[config.mk]
export PLATFORM = sky130hd
export DESIGN_NAME = rbs_merge
export DESIGN_NICKNAME = d
export VERILOG_FILES = /design/src/hdl/rbs_pkg.sv /design/src/hdl/rbs_merge.sv
export SDC_FILE = /design/constraint.sdc
export NUM_CORES = 1
export LEC_CHECK = 0
export BUFFER_PORTS_ARGS = -buffer_cell sky130_fd_sc_hd__buf_2
export CELL_PAD_IN_SITES_DETAIL_PLACEMENT = 1
export CELL_PAD_IN_SITES_GLOBAL_PLACEMENT = 2
export CORE_ASPECT_RATIO = 0.7
export CORE_MARGIN = 8
export CORE_UTILIZATION = 23
export DETAILED_ROUTE_END_ITERATION = 10
export PLACE_DENSITY = 0.66
export SETUP_SLACK_MARGIN = 0.1
export SLEW_MARGIN = 15
export SYNTH_ARGS = -nofsm -noshare
export SYNTH_HDL_FRONTEND = slang
export SYNTH_SLANG_ARGS = --single-unit
[constraint.sdc]
create_clock -name clk -period 6.75 [get_ports clk]
set_input_delay 0 -clock clk [delete_from_list [all_inputs] [get_ports clk]]
set_output_delay 0 -clock clk [all_outputs]
set_load 0.03 [all_outputs]
[src/hdl/rbs_pkg.sv]
package rbs_pkg;
	localparam int unsigned WordW = 32;
	localparam int unsigned NumAxes = 3;

	typedef logic signed [WordW-1:0] word_t;

	typedef struct packed {
		word_t origin_x;
		word_t origin_y;
		word_t origin_z;
		word_t dir_x;
		word_t dir_y;
		word_t dir_z;
		word_t box_min_x;
		word_t box_min_y;
		word_t box_min_z;
		word_t box_max_x;
		word_t box_max_y;
		word_t box_max_z;
	} ray_box_t;

	typedef struct packed {
		logic  hit;
		word_t hit_distance;
	} result_t;
endpackage

[src/hdl/rbs_merge.sv]
// Narrows the interval over the axes in two registered stages.
module rbs_merge (
	input  logic              clk,
	input  logic              arst_n,
	input  logic              en,
	input  logic              in_valid,
	input  rbs_pkg::word_t    t_enter [3],
	input  rbs_pkg::word_t    t_leave [3],
	input  logic [2:0]        zero_dir,
	input  logic [2:0]        zero_ok,
	output logic              out_valid,
	output rbs_pkg::result_t  res
);
	import rbs_pkg::*;
	localparam word_t QMin = {1'b1, {(WordW-1){1'b0}}};
	localparam word_t QMax = {1'b0, {(WordW-1){1'b1}}};

	word_t e_c [3];
	word_t l_c [3];
	always_comb begin
		for (int a = 0; a < 3; a++) begin
			e_c[a] = zero_dir[a] ? QMin : t_enter[a];
			l_c[a] = zero_dir[a] ? QMax : t_leave[a];
		end
	end

	logic v_s1, ok_s1;
	word_t e01_s1, l01_s1, e2_s1, l2_s1;
	always_ff @(posedge clk or negedge arst_n) begin
		if (!arst_n) begin
			v_s1 <= 1'b0;
			out_valid <= 1'b0;
		end else if (en) begin
			v_s1 <= in_valid;
			out_valid <= v_s1;
		end
	end

	word_t e_f, l_f;
	logic ok_f;
	always_comb begin
		e_f = (e2_s1 > e01_s1) ? e2_s1 : e01_s1;
		l_f = (l2_s1 < l01_s1) ? l2_s1 : l01_s1;
		ok_f = ok_s1 && !(e_f > l_f) && !l_f[WordW-1];
	end

	always_ff @(posedge clk) begin
		if (en) begin
			e01_s1 <= (e_c[1] > e_c[0]) ? e_c[1] : e_c[0];
			l01_s1 <= (l_c[1] < l_c[0]) ? l_c[1] : l_c[0];
			e2_s1 <= e_c[2];
			l2_s1 <= l_c[2];
			ok_s1 <= &(zero_ok | ~zero_dir);
			res.hit <= ok_f;
			res.hit_distance <= ok_f ? e_f : '0;
		end
	end
endmodule

# Word level (Yosys, flattened, before mapping)
# Cells that the tools add are included.
# word_totals
reg_bits	164
in_bits	202
output_inout_bits	34
wordCells	29
# classes
n_lt_le_gt_ge	5
n_mux	8
n_bitwise	2
reduce_logical	5
# op_table
op	count
$mux W32	8
$gt A32 B32 Y1	3
$lt A32 B32 Y1	2
$not A3 Y3	1
$or A3 B3 Y3	1
$reduce_and A3 Y1	1
$logic_and A1 B1 Y1	2
$logic_not A1 Y1	2

# Longest topological paths before layout
# depth
ltp_word	6
mapped_depth	21
depth_no_buf	19

# Least setup slack after synthesis
# OpenSTA, ideal clock, no wires.
# synth_timing
path_type	register to register
from	reg e2_s1[15]
to	reg res[10] in the netlist's numbering, data pin
setup_ns	0.273
t_arrival_ns	4.441
required_ns	6.477
path_slack_ns	2.037
stages_incl_launch_ff	20
n_path_buf	2
period_less_slack_ns	4.713
cell_sequence	edfxtp_1 > ha_1 > nand4_1 > nor4_1 > a21bo_2 > a31oi_4 > nor3_1 > a311o_2 > buf_6 > mux2_2 > ha_1 > a211oi_1 > o21ai_0 > a31o_2 > o32ai_1 > mux2i_1 > o21ai_0 > a211o_1 > clkbuf_1 > nor2b_1
# synth_between
elab_chain_len	6
# synth_rtl
element	line	source
from (decl)	rbs_merge.sv:28	word_t e01_s1, l01_s1, e2_s1, l2_s1;
from (signal assigned)	rbs_merge.sv:51	e2_s1 <= e_c[2];
$gt A32 B32 Y1	rbs_merge.sv:42	e_f = (e2_s1 > e01_s1) ? e2_s1 : e01_s1;
$mux W32 (*)	rbs_merge.sv:42	
named net e_f[15]	rbs_merge.sv:39	word_t e_f, l_f;
$gt A32 B32 Y1 (*)	rbs_merge.sv:44	ok_f = ok_s1 && !(e_f > l_f) && !l_f[WordW-1];
$logic_not A1 Y1 (*)	rbs_merge.sv:44	
$logic_and A1 B1 Y1 (*) (2 in series)	rbs_merge.sv:44	
to (decl)	rbs_merge.sv:12	output rbs_pkg::result_t res
# The timed path passes the listed nets; every way through them passes the cells marked *.
# A chain may end at the register's enable or synchronous reset.

# Worst setup path after layout
# layout_timing
from	reg e2_s1[15]
to	reg res[27] in the netlist's numbering, data pin
# Same word-level chain as after synthesis.

==> impl_results.md <==
- Worst vdd ir: about 0.00016 V
- Worst hold stages: 3
- Commonest non-fill, non-tap cell in the layout: buf_2
- Net count of the mapped netlist: between 1000 and 1500
- Pin count of the biggest net entering global routing: 94
- Global-route wire length before repair: 59500 um
- EDFF count, synth: between 150 and 200
- Clock share of power: around 28%
- Post-DP HPWL: roughly 31000 um
- Clk buf depth: 2
- Die Ht: around 200 um
- Clock Sinks: roughly 160
- Dpl cells: between 2000 and 2500
- Post-synthesis cell count: approximately 1100
- CP Max Fanout: 32
- Fin util: 31.4%
- Layout Cells excl Fill: ~2200
- Netlist cell types: 48
- All-Layer GR Usage: between 10% and 20%
- Num CTS Buffers: 17
- Final hold vios: 1
- Post-synthesis mux area share: under 10%
- Fraction of layout cells with a size suffix above 1: roughly 23%
- Status: finished, violations left
- Vias in the first global route: around 11000
- Nets@finish: between 1500 and 2000
- Min cycle time layout: roughly 5.7 ns
- Critical path arrival: 6.00 ns
- Grt total ovfl: 0
- H-tree levels: 4
- Rel. slew slack: a little over a quarter
- Skew final: 0.00774 ns
- Synth warn: 0
- Area of the die: a little under 60000 sq um
- Startpoint class of the critical path: flip-flop
- Worst path required time: roughly 7 ns
- Synthesized-area fraction occupied by and/or/nand/nor cells: roughly 17%
- Via count: 9512
- Total Wirelength: approximately 39000 um
- Final TNS setup: 0 ns
- PD cells: between 200 and 250 nW/um^2
- DR pass1 iterations: 4
- Hold WS: -0.0112 ns
- CTS Root Cell: clkbuf_16
- Final worst-path cycle share: ~85%
- Crit end category: flip-flop
- Flop pwr share: about 38%
- Clk Latency, worst-skew pair: approximately 0.44 ns
- # rows: just under 70
- Synth top area share: 41.7%
- Adder-Cell Fraction of Synth Area: roughly 17%
- Crit Path Category: flip-flop to flip-flop
- Io pins: 236
- Mapped Avg Cell Area: approximately 10 sq um
- Cts repair resizes: 0
- Final Wtd Congestion: 0.793
- Die width: between 200 and 300 um
- NetSw: ~1.2 mW
- Max cap viols: 0
- Static leakage: between 7 and 8 nW
- Cts hold-fix bufs: about 160
- Slew Limit Fails: 0
- Initial Util: a little under a quarter
- Final setup viols: 0
- 1st-iter DRT viols: 364
- Post-place setup slack: approximately 1.1 ns
- Port Buffers: 235
- Cell type with the largest total area after synthesis: edfxtp_1
- Layout area overhead: 35.7%
- Main combinational cell family by area after synthesis: simple AND/OR/NAND/NOR gates
- Avg Vias per Cell: 4.30
- Prevailing post-synth register cell: edfxtp_1
- Drt drc: 0
- WL/cell: 17.6 um
- Internal power: between 2 and 2.5 mW
- Logic gate share of total power: about 35%
- Core Area: 50400 sq um
- Post-Synth XOR/XNOR Area: 0%
- Design Power: 3.45 mW
- Compound-Gate Fraction of Synth Area: under 10%
- Fmax: 175 MHz
- Initial antenna violation count: 2
- Top post-synthesis cells by area: edfxtp_1, ha_1, mux2i_1, inv_1, nand2b_1
- Setup Fix Bufs, Post-CTS: 0
- ANT nets after route: 0
- Seq/Total Area, Yosys: a little over two fifths
- Worst min path class: input port to flip-flop
- CTS tree: done
- Asr flop ratio synth: under 10%
- Failing checks: hold timing
- CTS clk-pin slew, worst paths: 0.07 ns
- Sw Ratio: between 30 and 40%
- Cell area after synthesis: between 10000 and 15000 sq um
- Slew @ Worst Pin: 1.10 ns
- Worst R2R Path Depth: 18
- FF+latch count, synth: 164
- Commonest cells after routing, fill and taps aside: buf_2, dlygate4sd3_1, edfxtp_1, ha_1, inv_1
- Final worst slack: 1.04 ns
- RSZ-0062 raised after global routing: false
-- cells in the mapped netlist, types with 6 or more instances --
library cell	n
edfxtp_1	162
ha_1	158
inv_1	136
nor2_1	104
a21oi_1	84
nand2b_1	70
mux2i_1	66
nor2b_1	63
mux2_2	34
or2_2	33
nand2_1	32
clkbuf_1	30
o21ai_0	26
nand4_1	24
a21o_1	18
nand3_1	12
and4_1	7
nor4_1	7
a211oi_1	6
buf_2	6
o211ai_1	6
-- registers in the layout, indices dropped and copies added, names as in the netlist --
name,cells
e01_s1,32
l2_s1,32
e2_s1,32
res,33
out_valid,1
v_s1,1
l01_s1,32
ok_s1,1
-- stage by stage --
step	hold WS, ns	instance area [sq um]
floorplan	-0.296	11700
global placement	-0.215	13600
detailed placement	-0.211	13600
CTS	0.0000971	15800
global route	0.00441	15800
finish	-0.0112	15800
-- worst paths after layout --
kind,start,to,slack [ns]
max,e2_s1[15],res[27],1.04
min,t_leave[78],l01_s1[14],-0.01
max reg2reg,e2_s1[15],res[27],1.04
min reg2reg,out_valid,out_valid,0.50
max in group asynchronous,arst_n,out_valid,6.20
min in group asynchronous,arst_n,v_s1,0.42
-- routing by layer --
| metal | part of all wire, % | GRT usage, % |
|---|---|---|
| met3 | 4.9 | 3.65 |
| met1 | 47 | 17.1 |
| met4 | 0.81 | 2.27 |
| met2 | 47 | 22.0 |
| met5 | 0.026 | 0 |
-- worst max-delay path, cell delays in order, from the launching register on --
cell and delay (ns):
edfxtp_1 0.40, ha_1 0.34, nand4_1 0.14, nor4_1 0.62
a21bo_2 0.31, a31oi_4 0.17, o21ba_2 0.14, a311o_2 0.70
mux2_2 0.43, ha_1 0.35, a211oi_1 0.25, o21ai_0 0.12
a31o_2 0.23, o32ai_1 0.39, mux2i_1 0.23, o21ai_0 0.10
a211o_1 0.25, buf_4 0.21, nor2b_1 0.15
-- power groups by stage --
| stage | Combinational [mW] | Sequential [mW] | Clock, mW |
|---|---|---|---|
| 6_report | 1.19 | 1.30 | 0.960 |
| 5_1_grt | 1.35 | 1.31 | 1.03 |
| 4_1_cts | 1.22 | 1.30 | 0.992 |
| 3_5_place_dp | 1.11 | 1.32 | 0 |
| 3_3_place_gp | 1.08 | 1.32 | 0 |
| 2_1_floorplan | 0.689 | 1.34 | 0 |
-- cell type report --
type                       instances  area [sq um]
sequential                       164          4910
timing repair buffer             410          2910
inverter                         136           510
clock buffer                      18           429
clock inverter                    14           128
antenna                            1          2.50
multi-input combinational        794          6090
tap                              674           843
fill                            5807         34600
-- kinds of logic (layout without fill, tap and decap cells) --
family | Yosys count | in the layout
flip-flops | 164 | 164
AND/OR/NAND/NOR | 367 | 367
AO/OA/AOI/OAI | 168 | 168
multiplexers | 101 | 101
buffers and inverters | 175 | 578
other | 0 | 1
adder cells (fa/ha/maj) | 158 | 158
(Power assumes the default switching activity.)
